## config.mk

```make
export PLATFORM = sky130hd
export DESIGN_NAME = asir_mod
export DESIGN_NICKNAME = d
export VERILOG_FILES = /design/src/hdl/asir_pkg.sv /design/src/hdl/asir_mod.sv
export SDC_FILE = /design/constraint.sdc
export NUM_CORES = 1
export LEC_CHECK = 0
export ABC_CLOCK_PERIOD_IN_PS = 4640
export BUFFER_PORTS_ARGS = -buffer_cell sky130_fd_sc_hd__buf_4
export CORE_ASPECT_RATIO = 1.5
export CORE_MARGIN = 2
export CORE_UTILIZATION = 30
export CTS_BUF_LIST = sky130_fd_sc_hd__clkbuf_4 sky130_fd_sc_hd__clkbuf_8
export DETAILED_ROUTE_END_ITERATION = 7
export GPL_TIMING_DRIVEN = 1
export PLACE_DENSITY = 0.56
export SLEW_MARGIN = 20
export SYNTH_ARGS = -nofsm -noshare
export SYNTH_HDL_FRONTEND = slang
export SYNTH_SLANG_ARGS = --single-unit
```

## constraint.sdc

```tcl
create_clock -name clock -period 4.64 [get_ports clock]
set_input_delay 0.232 -clock clock [delete_from_list [all_inputs] [get_ports clock]]
set_output_delay 0.232 -clock clock [all_outputs]
set_load 0.02 [all_outputs]
```

## src/hdl/asir_pkg.sv

```systemverilog
package asir_pkg;

   // Array geometry. The port fields fix the fill count at nine bits.
   localparam int DEPTH  = 256;
   localparam int ADDR_W = $clog2(DEPTH);
   localparam int CNT_W  = 9;
   localparam int WORD_W = 32;
   localparam int AMT_W  = 16;

   // Request modes.
   localparam logic [2:0] MODE_INSERT = 3'd0;
   localparam logic [2:0] MODE_REMOVE = 3'd1;
   localparam logic [2:0] MODE_ROT_R  = 3'd2;
   localparam logic [2:0] MODE_ROT_L  = 3'd3;
   localparam logic [2:0] MODE_READ   = 3'd4;
   localparam logic [2:0] MODE_CLEAR  = 3'd5;

   // Result status codes.
   localparam logic [1:0] STATUS_OK    = 2'd0;
   localparam logic [1:0] STATUS_RANGE = 2'd1;
   localparam logic [1:0] STATUS_FULL  = 2'd2;

   typedef struct packed {
      logic [2:0]               mode;
      logic [CNT_W-1:0]         position;
      logic signed [WORD_W-1:0] item_value;
      logic [AMT_W-1:0]         amount;
   } req_type;

   typedef struct packed {
      logic [1:0]               status;
      logic signed [WORD_W-1:0] read_value;
      logic [CNT_W-1:0]         fill_count;
   } rsp_type;

   typedef enum logic [2:0] {
      ST_IDLE,
      ST_DECIDE,
      ST_MODRED,
      ST_COPY,
      ST_DRAIN,
      ST_RDWAIT,
      ST_FINISH
   } state_type;

endpackage

```

## src/hdl/asir_mod.sv

```systemverilog
module asir_mod (
   input  logic                       clock,
   input  logic                       reset,
   input  logic                       start,
   input  logic [asir_pkg::AMT_W-1:0] dividend,
   input  logic [asir_pkg::CNT_W-1:0] divisor,
   output logic                       done,
   output logic [asir_pkg::CNT_W-1:0] remainder
);

   localparam int STEP_W = $clog2(asir_pkg::AMT_W);

   logic                       busy_ff, busy_in;
   logic                       done_ff, done_in;
   logic [STEP_W-1:0]          step_ff, step_in;
   logic [asir_pkg::CNT_W-1:0] rem_ff, rem_in;
   logic [asir_pkg::AMT_W-1:0] sh_ff, sh_in;
   logic [asir_pkg::CNT_W:0]   trial;
   logic [asir_pkg::CNT_W:0]   diff;

   // Restoring remainder, one dividend bit per cycle, most significant first.
   assign trial = {rem_ff, sh_ff[asir_pkg::AMT_W-1]};
   assign diff  = trial - {1'b0, divisor};

   always_comb begin
      busy_in = busy_ff;
      done_in = 1'b0;
      step_in = step_ff;
      rem_in  = rem_ff;
      sh_in   = sh_ff;
      if (start) begin
         busy_in = 1'b1;
         step_in = '0;
         rem_in  = '0;
         sh_in   = dividend;
      end else if (busy_ff) begin
         if (trial >= {1'b0, divisor}) begin
            rem_in = diff[asir_pkg::CNT_W-1:0];
         end else begin
            rem_in = trial[asir_pkg::CNT_W-1:0];
         end
         sh_in   = {sh_ff[asir_pkg::AMT_W-2:0], 1'b0};
         step_in = step_ff + STEP_W'(1);
         if (step_ff == STEP_W'(asir_pkg::AMT_W - 1)) begin
            busy_in = 1'b0;
            done_in = 1'b1;
         end
      end
   end

   always_ff @(posedge clock) begin
      if (reset) begin
         busy_ff <= 1'b0;
         done_ff <= 1'b0;
      end else begin
         busy_ff <= busy_in;
         done_ff <= done_in;
      end
      step_ff <= step_in;
      rem_ff  <= rem_in;
      sh_ff   <= sh_in;
   end

   assign done      = done_ff;
   assign remainder = rem_ff;

endmodule

```

==> summary.txt, run 1 <==
Status: completed
Final WL: 3.58 mm
Post-CTS Setup Bufs: 0
Vias per cell: 4.80
CP Data Required Time: 4.76 ns
Cell taking the most area after synthesis: edfxtp_1
Max FO, Critical Path: 14
Maximum vdd drop: 0.000222 V
CTS H-tree lvls: 2
Initial antenna violation count: 0
Synth Area in XOR/XNOR: 4.45%
FILL cells: 606
Hold WC Path Type: in2reg
Total negative slack: 0 ns
Slew Limit Headroom: 44.1%
Data arrival time of the worst path: 2.70 ns
Area delta synth->final: 23.4%
Design Power: 731 uW
Max-cap violations: 0
Initial Util: 30.8%
First-pass DRT Iterations: 4
Synthesis-stage register bit count: 31
Mapped Cells: 162
Number of flops mapped to enable cells by yosys: 16
Layout Utilization: 38.1%
CP Capture Type: flop
Clock Skews: 0.00919 ns
Antenna viol nets, final: 0
Cts repair resizes: 0
Number of global-route vias before repair: 1277
Site Rows: 34
Post-DR wirelength/cell: 13.3 um
Synth top area share: 27.1%
Num CTS Buffers: 5
Area of the multi-input gates: 897 sq um
Netlist cell types: 43
Register area share after synthesis: 44.1%
Largest cells by area after synthesis: edfxtp_1, dfxtp_1, mux2_2
Port Buffers: 37
Fmax: 0.389 GHz
Chip Width: 66.7 um
Mux cell area share after synthesis: 12.4%
Routability congestion estimate: 0.748
Fin nets: 236
Count leader, synth: edfxtp_1
Reg area: 781 sq um
Largest net degree at the start of global routing: 36
Total core area: 0.00574 sq mm
GRT Total Usage: 11.7%
Finish-stage setup viols: 0
Tmin final: 2.57 ns
RSZ-0062 raised after global routing: no
Most frequent cells after synthesis: edfxtp_1, dfxtp_1, mux2_2, nor2_1, inv_1
Die area: 0.00655 sq mm
Mapped Area: 0.00177 sq mm
Syn avg cell area: 10.9 sq um
Synth Area in Adders: 8.19%
Final Hold Viols: 0
Main synth FF type: edfxtp_1
Synth Area in Compound Gates: 12.6%
Detailed-route via count: 1296
P_leak: 0.958 nW
Clk_lat worst skew: 0.28 ns
Yosys warnings: 0
Slew of the pin with the lowest slew margin: 0.838 ns
CTS tree: built
FF-to-FF setup slack: 2.07 ns
Max Root-Sink Buffers: 2
Placed wire-length estimate: 2.62 mm
Final period util: 55.5%
Clock transition at path regs: 0.07 ns
N_diodes: 0
Async S/R FF share, synth: 0%
Die H: 98.1 um
Grt ovf: 0
Number of remaining DRC errors: 0
Largest family of logic cells by synthesized area: simple AND/OR/NAND/NOR gates
Io pins: 38
Syn_nets: 201
Clock sinks: 31
Clock Tree Root: clkbuf_8
First-pass GRT wire length: 5.89 mm
Layout cells sized above 1: 36.9%
Post-Synth Simple-Gate Area: 13.0%
Hold-fix buffers, CTS: 0
CP startpoint kind: flop
Max-slew violations: 0
Power Density: 335 mW/mm^2
Initial DRC Count: 59
Critical path type: reg2reg
layout make-up:
type	count	area share [%]
clock inverters	1	0.229
multi-input cells	110	41.0
well taps	72	4.12
clock buffers	7	4.12
flip-flops and latches	31	35.7
repair buffers	37	12.7
inverters	12	2.06
per-stage QoR:
step                cell area [sq um]  std cells  setup WS (ns)  hold WS [ns]
finish                           2190        270           2.07         0.113
global route                     2190        270           1.86         0.101
CTS                              2190        270           2.02         0.108
detailed placement               2090        262           2.04         0.405
global placement                 2090        262           2.10         0.404
floorplan                        1770        162           2.38         0.304
power breakdown:
part,internal (mW),total [mW],switching [mW]
Sequential,0.316,0.335,0.0188
Clock,0.125,0.222,0.0969
Combinational,0.0866,0.174,0.0872
layout by cell type, fill, tap and decap left out, drive strengths merged, types with 3 or more instances in the layout:
cell and instances:
nand4 3, edfxtp 16, inv 12, a21oi 4, a211oi 6, nand2 6, xor2 5, buf 37
ha 10, nor2 15, mux2 15, clkbuf 7, mux2i 5, dfxtp 15, a21o 3, xnor2 4
logic make-up after synthesis:
group,count (synthesis)
simple gates,43
xor+xnor,9
fa+ha+maj,11
compound gates,27
flops,31
mux,20
buf+inv,21
worst paths after layout:
path,from,end,depth (start not counted)
min,reset,busy_ff$_SDFF_PP0_,2
max reg2reg,sh_ff[15]$_DFFE_PP_,remainder[6]$_SDFFE_PP0P_,9
max,sh_ff[15]$_DFFE_PP_,remainder[6]$_SDFFE_PP0P_,9
min reg2reg,step_ff[3]$_SDFFE_PP0P_,done$_SDFF_PP0_,2
flip-flops by register name, indices dropped and copies added (netlist names):
name / cells
busy_ff: 1
done: 1
remainder: 9
step_ff: 4
sh_ff: 16
critical path, stage by stage (launching register included):
cell      delay, ns
edfxtp_1       0.39
inv_1          0.07
ha_1           0.15
inv_1          0.05
fa_1           0.41
a211oi_2       0.26
o31ai_2        0.14
a211oi_4       0.61
mux2i_1        0.26
a211oi_1       0.08
routing by layer:
metal,track usage (%),routed length (um)
met2,19.9,1850
met1,14.1,1500
met4,3.77,47
met5,0,0
met3,3.00,183
No activity file was read; power rests on OpenSTA's default activity.
==> run 2: changes to the inputs <==
--- a/config.mk
+++ b/config.mk
@@ -5,7 +5,8 @@
 export SDC_FILE = /design/constraint.sdc
 export NUM_CORES = 1
 export LEC_CHECK = 0
-export ABC_CLOCK_PERIOD_IN_PS = 4640
+export ABC_AREA = 1
+export ABC_CLOCK_PERIOD_IN_PS = 2550
 export BUFFER_PORTS_ARGS = -buffer_cell sky130_fd_sc_hd__buf_4
 export CORE_ASPECT_RATIO = 1.5
 export CORE_MARGIN = 2
==> constraint.sdc (replaced) <==
create_clock -name clock -period 2.55 [get_ports clock]
set_input_delay 0.1275 -clock clock [delete_from_list [all_inputs] [get_ports clock]]
set_output_delay 0.1275 -clock clock [all_outputs]
set_load 0.02 [all_outputs]
==> summary.txt, run 2 <==
Initial Util: 31.3% (was 30.8%)
FILL cells: 655 (was 606)
Number of flops mapped to enable cells by yosys: 16 (unchanged)
Clk_lat worst skew: 0.28 ns (about the same)
Vias per cell: 4.42 (was 4.80)
Final WL: 3.55 mm (was 3.58 mm)
Initial antenna violation count: 0 (unchanged)
Fin nets: 320 (was 236)
CTS tree: built (unchanged)
Post-route non-filler standard cell count: 354 (was 270)
FF-to-FF setup slack: 0.68 ns (was 2.07 ns)
Maximum vdd drop: 0.000377 V (was 0.000222 V)
Slew Limit Headroom: 57.1% (was 44.1%)
Async S/R FF share, synth: 0% (unchanged)
Post-CTS Setup Bufs: 0 (unchanged)
Largest cells by area after synthesis: edfxtp_1, nand2_1, dfxtp_1 (was edfxtp_1, dfxtp_1, mux2_2)
CP startpoint kind: flop (unchanged)
Max reg flops: 16 (unchanged)
Grt ovf: 0 (unchanged)
Syn_nets: 280 (was 201)
Data arrival time of the worst path: 2.09 ns (was 2.70 ns)
Site Rows: 34 (unchanged)
Critical path type: reg2reg (unchanged)
Port Buffers: 37 (unchanged)
Die H: 99.9 um (was 98.1 um)
Synth top area share: 26.1% (was 27.1%)
Count leader, synth: nand2_1 (was edfxtp_1)
CTS H-tree lvls: 2 (unchanged)
Hold-fix buffers, CTS: 0 (unchanged)
Final Hold Viols: 0 (unchanged)
Most frequent cells after synthesis: nand2_1, inv_1, nand3_1, edfxtp_1, dfxtp_1 (was edfxtp_1, dfxtp_1, mux2_2, nor2_1, inv_1)
Clock Tree Root: clkbuf_8 (unchanged)
Detailed-route via count: 1565 (was 1296)
Clock transition at path regs: 0.06 ns (was 0.07 ns)
Final setup margin: 0.682 ns (was 2.07 ns)
Placed Cells: 346 (was 262)
Final period util: 73.3% (was 55.5%)
GRT Total Usage: 11.7% (about the same)
Hold WC Path Type: in2reg (unchanged)
Status: completed (unchanged)
Max FO, Critical Path: 10 (was 14)
Max-slew violations: 0 (unchanged)
First-pass DRT Iterations: 4 (unchanged)
P_leak: 1.22 nW (was 0.958 nW)
Largest net degree at the start of global routing: 21 (was 36)
Num CTS Buffers: 5 (unchanged)
First-pass GRT wire length: 6.12 mm (was 5.89 mm)
Design Power: 1.22 mW (was 731 uW)
Max-cap violations: 0 (unchanged)
Die area: 0.00679 sq mm (was 0.00655 sq mm)
Area delta synth->final: 24.8% (was 23.4%)
Commonest non-fill, non-tap cells in the layout: nand2_1, buf_4, inv_1 (was buf_4, edfxtp_1, mux2_2, nor2_1, dfxtp_1)
Netlist cell types: 30 (was 43)
Layout cells sized above 1: 21.3% (was 36.9%)
Syn avg cell area: 7.63 sq um (was 10.9 sq um)
Number of remaining DRC errors: 0 (unchanged)
Placed wire-length estimate: 2.86 mm (was 2.62 mm)
CP Capture Type: flop (unchanged)
Synthesis-stage register bit count: 31 (unchanged)
Tmin final: 1.87 ns (was 2.57 ns)
Pre-CTS WS: 0.653 ns (was 2.04 ns)
Initial DRC Count: 46 (was 59)
Mapped Area: 0.00184 sq mm (was 0.00177 sq mm)
CP Data Required Time: 2.77 ns (was 4.76 ns)
Most flops, register: sh_ff (unchanged)
Antenna viol nets, final: 0 (unchanged)
Cell taking the most area after synthesis: edfxtp_1 (unchanged)
Fmax: 0.535 GHz (was 0.389 GHz)
Chip Width: 67.9 um (was 66.7 um)
Total core area: 0.00587 sq mm (was 0.00574 sq mm)
Power Density: 532 mW/mm^2 (was 335 mW/mm^2)
Clock sinks: 31 (unchanged)
Max Root-Sink Buffers: 2 (unchanged)
Register area share after synthesis: 42.4% (was 44.1%)
Routability congestion estimate: 0.716 (was 0.748)
Yosys warnings: 0 (unchanged)
Mapped Cells: 241 (was 162)
Slew of the pin with the lowest slew margin: 0.641 ns (was 0.838 ns)
Main synth FF type: edfxtp_1 (unchanged)
N_diodes: 0 (unchanged)
RSZ-0062 raised after global routing: no (unchanged)
Post-DR wirelength/cell: 10.0 um (was 13.3 um)
Total negative slack: 0 ns (unchanged)
Cts repair resizes: 0 (unchanged)
Layout Utilization: 39.1% (was 38.1%)
Finish-stage setup viols: 0 (unchanged)
Clock Skews: 0.00388 ns (was 0.00919 ns)
Number of global-route vias before repair: 1463 (was 1277)
Io pins: 38 (unchanged)
Most common cell after layout, fill and taps aside: nand2_1 (was buf_4)
[run 2: kinds of logic (layout without fill, tap and decap cells)]
group                      count (synthesis)  after routing  share of synthesized area (%)
AOI/OAI and AO/OA                          9              9                           3.33
xor gates and xnor gates                   3              3                           1.43
adders and majority gates                 11             11                           7.89
buffers and inverters                     33             74                           7.01
DFF                                       31             31                           42.4
and+or+nand+nor                          154            154                           37.9
[run 2: final cells by class]
class | count | area (sq um) | share of cell area, %
Inverter | 29 | 109 | 4.74
Timing Repair Buffer | 37 | 278 | 12.1
Multi-Input combinational cell | 177 | 930 | 40.5
Tap cell | 72 | 90.1 | 3.93
Sequential cell | 31 | 781 | 34.0
Clock inverter | 3 | 38.8 | 1.69
Clock buffer | 5 | 68.8 | 3.00
[run 2: path summary, 6_finish.rpt]
kind | start | end | cells past startpoint
hold reg to reg | step_ff[3]$_SDFFE_PP0P_ | step_ff[3]$_SDFFE_PP0P_ | 2
setup reg to reg | sh_ff[15]$_DFFE_PP_ | remainder[6]$_SDFFE_PP0P_ | 13
hold / removal | reset | busy_ff$_SDFF_PP0_ | 2
setup / recovery | sh_ff[15]$_DFFE_PP_ | remainder[6]$_SDFFE_PP0P_ | 13
[run 2: per-stage QoR]
stage	instance area [sq um]	hold WS [ns]
final	2290	0.0118
after global routing	2290	0.00628
after CTS	2290	0.00425
after detailed placement	2190	0.301
after global placement	2190	0.305
after floorplan	1840	0.197
[run 2: power breakdown]
part	internal, mW	switching [mW]
Clock	0.285	0.174
Combinational	0.0818	0.101
Sequential	0.565	0.0153
Total	0.932	0.290
[run 2: routing by layer]
layer | up-vias | share of wire, % | global-route usage [%]
met5 | - | 0 | 0
met4 | 0 | 1.8 | 4.62
met3 | 5 | 5.0 | 3.14
met2 | 32 | 50 | 20.1
met1 | 682 | 43 | 13.4
li1 | 846 | - | -
[run 2: critical path, cell delays in order, from the launching register on]
cell and delay, ns:
edfxtp_1 0.36, inv_1 0.08, ha_1 0.13, inv_1 0.05, fa_1 0.40, nand2_1 0.08
nand2_1 0.10, nand3_2 0.09, nand2_2 0.07, nand2_4 0.12, nand2_4 0.10, nand2_1 0.09
nand3_1 0.06, nand2_1 0.08
==> run 3: changes to the inputs <==
--- a/config.mk
+++ b/config.mk
@@ -6,7 +6,7 @@
 export NUM_CORES = 1
 export LEC_CHECK = 0
 export ABC_AREA = 1
-export ABC_CLOCK_PERIOD_IN_PS = 2550
+export ABC_CLOCK_PERIOD_IN_PS = 1600
 export BUFFER_PORTS_ARGS = -buffer_cell sky130_fd_sc_hd__buf_4
 export CORE_ASPECT_RATIO = 1.5
 export CORE_MARGIN = 2
@@ -14,7 +14,7 @@
 export CTS_BUF_LIST = sky130_fd_sc_hd__clkbuf_4 sky130_fd_sc_hd__clkbuf_8
 export DETAILED_ROUTE_END_ITERATION = 7
 export GPL_TIMING_DRIVEN = 1
-export PLACE_DENSITY = 0.56
+export PLACE_DENSITY = 0.58
 export SLEW_MARGIN = 20
 export SYNTH_ARGS = -nofsm -noshare
 export SYNTH_HDL_FRONTEND = slang
==> constraint.sdc (replaced) <==
create_clock -name clock -period 1.6 [get_ports clock]
set_input_delay 0.08 -clock clock [delete_from_list [all_inputs] [get_ports clock]]
set_output_delay 0.08 -clock clock [all_outputs]
set_load 0.02 [all_outputs]
==> summary.txt, run 3 (synthesis results as in run 2) <==
N_diodes: 0 (unchanged)
Clk_lat worst skew: 0.27 ns (was 0.28 ns)
Io pins: 38 (unchanged)
Post-DR wirelength/cell: 10.6 um (was 10.0 um)
Final WL: 3.95 mm (was 3.55 mm)
Max-cap violations: 0 (unchanged)
Antenna viol nets, final: 0 (unchanged)
Largest net degree at the start of global routing: 21 (unchanged)
Total core area: 0.00587 sq mm (unchanged)
Layout cells sized above 1: 28.9% (was 21.3%)
Fin nets: 339 (was 320)
Grt ovf: 0 (unchanged)
Area delta synth->final: 35.7% (was 24.8%)
Data arrival time of the worst path: 2.01 ns (was 2.09 ns)
Number of global-route vias before repair: 1673 (was 1463)
FILL cells: 624 (was 655)
Clock transition at path regs: 0.06 ns (about the same)
Number of remaining DRC errors: 0 (unchanged)
Port Buffers: 37 (unchanged)
Fin Hold WS: 0.0607 ns (was 0.0118 ns)
P_leak: 1.32 nW (was 1.22 nW)
Vias per cell: 4.43 (was 4.42)
Layout Utilization: 42.5% (was 39.1%)
Finish-stage setup viols: 9 (was 0)
First-pass DRT Iterations: 4 (unchanged)
Final instance area: 0.00250 sq mm (was 0.00229 sq mm)
Design Power: 1.86 mW (was 1.22 mW)
Total negative slack: -1.46 ns (was 0 ns)
Violated checks: negative setup slack
CP Capture Type: flop (unchanged)
Hold WC Path Type: in2reg (unchanged)
Maximum vdd drop: 0.000558 V (was 0.000377 V)
CP startpoint kind: flop (unchanged)
Final Hold Viols: 0 (unchanged)
Initial Util: 31.3% (unchanged)
Max-slew violations: 0 (unchanged)
Final period util: 112% (was 73.3%)
Clock sinks: 31 (unchanged)
Die area: 0.00679 sq mm (unchanged)
Max reg flops: 16 (unchanged)
Placed wire-length estimate: 3.05 mm (was 2.86 mm)
Clock Tree Root: clkbuf_8 (unchanged)
Placed Area: 0.00230 sq mm (was 0.00219 sq mm)
First-pass GRT wire length: 6.87 mm (was 6.12 mm)
Slew of the pin with the lowest slew margin: 0.505 ns (was 0.641 ns)
Most flops, register: sh_ff (unchanged)
Hold Path Stages: 3 (was 2)
Reg2reg end: remainder[0]$_SDFFE_PP0P_ (was remainder[6]$_SDFFE_PP0P_)
Post-route non-filler standard cell count: 373 (was 354)
Pre-CTS WS: -0.173 ns (was 0.653 ns)
Initial DRC Count: 81 (was 46)
Die H: 99.9 um (unchanged)
CTS H-tree lvls: 2 (unchanged)
Critical path type: reg2reg (unchanged)
Max FO, Critical Path: 6 (was 10)
Reg2reg path depth: 13 (unchanged)
CTS tree: built (unchanged)
RSZ-0062 raised after global routing: yes (was no)
Placed Cells: 361 (was 346)
Power Density: 743 mW/mm^2 (was 532 mW/mm^2)
Worst Hold Path EP: sh_ff[0]$_SDFFCE_PN0P_ (was busy_ff$_SDFF_PP0_)
Clock Skews: 0.00280 ns (was 0.00388 ns)
GRT Total Usage: 13.1% (was 11.7%)
Status: complete, but fails checks (was completed)
Initial antenna violation count: 0 (unchanged)
CP Data Required Time: 1.82 ns (was 2.77 ns)
Hold Path Origin: dividend[0] (was reset)
Commonest non-fill, non-tap cells in the layout: nand2_1, buf_4, inv_1 (unchanged)
Tmin final: 1.79 ns (was 1.87 ns)
Num CTS Buffers: 5 (unchanged)
Final setup margin: -0.190 ns (was 0.682 ns)
Slew Limit Headroom: 66.2% (was 57.1%)
Detailed-route via count: 1653 (was 1565)
R2R Path Start: sh_ff[15]$_DFFE_PP_ (unchanged)
Site Rows: 34 (unchanged)
Routability congestion estimate: 0.779 (was 0.716)
Fmax: 0.559 GHz (was 0.535 GHz)
Most common cell after layout, fill and taps aside: nand2_1 (unchanged)
Max Root-Sink Buffers: 2 (unchanged)
FF-to-FF setup slack: -0.19 ns (was 0.68 ns)
Chip Width: 67.9 um (unchanged)
-- run 3: changes by cell type in the layout (fill, tap and decap cells not counted), moves of 2 or more --
cell / previous run / this run
buf_4: 37 / 53
inv_1: 25 / 23
inv_2: 2 / 4
nand2_1: 105 / 100
nand2_2: 5 / 7
nand2_4: 2 / 5
nand2_8: 0 / 2
-- run 3: layer usage --
layer | vias up | global-route usage (%) | share of wire (%)
li1 | 886 | - | -
met1 | 720 | 14.8 | 41
met2 | 41 | 22.7 | 52
met3 | 6 | 2.69 | 5.1
met4 | 0 | 6.46 | 1.7
met5 | - | 0 | 0
-- run 3: report_power, final --
| part | internal (mW) | switching (mW) | total (mW) |
|---|---|---|---|
| combinational | 0.167 | 0.191 | 0.359 |
| sequential | 0.900 | 0.0232 | 0.923 |
| clock | 0.312 | 0.261 | 0.573 |
| total | 1.38 | 0.475 | 1.86 |
-- run 3: cell type report --
class | instances | area (sq um) | area share [%]
clock buffer | 6 | 76.3 | 3.06
inverter | 29 | 109 | 4.36
sequential | 31 | 781 | 31.3
tap | 72 | 90.1 | 3.61
clock inverter | 2 | 7.51 | 0.301
multi-input combinational | 179 | 1020 | 41.1
timing repair buffer | 54 | 408 | 16.3
-- run 3: worst max path at each step --
| stage | endpoint | startpoint |
|---|---|---|
| after floorplan | remainder[8]$_SDFFE_PP0P_ | sh_ff[15]$_DFFE_PP_ |
| after global placement | remainder[7]$_SDFFE_PP0P_ | sh_ff[15]$_DFFE_PP_ |
| after detailed placement | remainder[7]$_SDFFE_PP0P_ | sh_ff[15]$_DFFE_PP_ |
| after CTS | remainder[8]$_SDFFE_PP0P_ | sh_ff[15]$_DFFE_PP_ |
| after global routing | remainder[0]$_SDFFE_PP0P_ | sh_ff[15]$_DFFE_PP_ |
| final | remainder[0]$_SDFFE_PP0P_ | sh_ff[15]$_DFFE_PP_ |
-- run 3: repair_timing --
| item | CTS | global route |
|---|---|---|
| setup endpoints to repair | 9 | 9 |
| endpoints found under the hold margin | 2 | 0 |
| cloned | 2 | 0 |
| resized for setup | 4 | 13 |
| pin swaps | 6 | 7 |
| setup buffers | 1 | 0 |
| hold buffers | 1 | 0 |
-- run 3: critical path, stage by stage (launching register included) --
cell and delay [ns]:
edfxtp_1 0.37, inv_2 0.09, ha_4 0.12, inv_2 0.04
fa_2 0.39, nand2_2 0.09, nand2_4 0.07, nand3_4 0.08
nand2_4 0.08, nand2_8 0.10, nand2_8 0.07, nand2_1 0.09
nand3_1 0.08, nand2_1 0.07
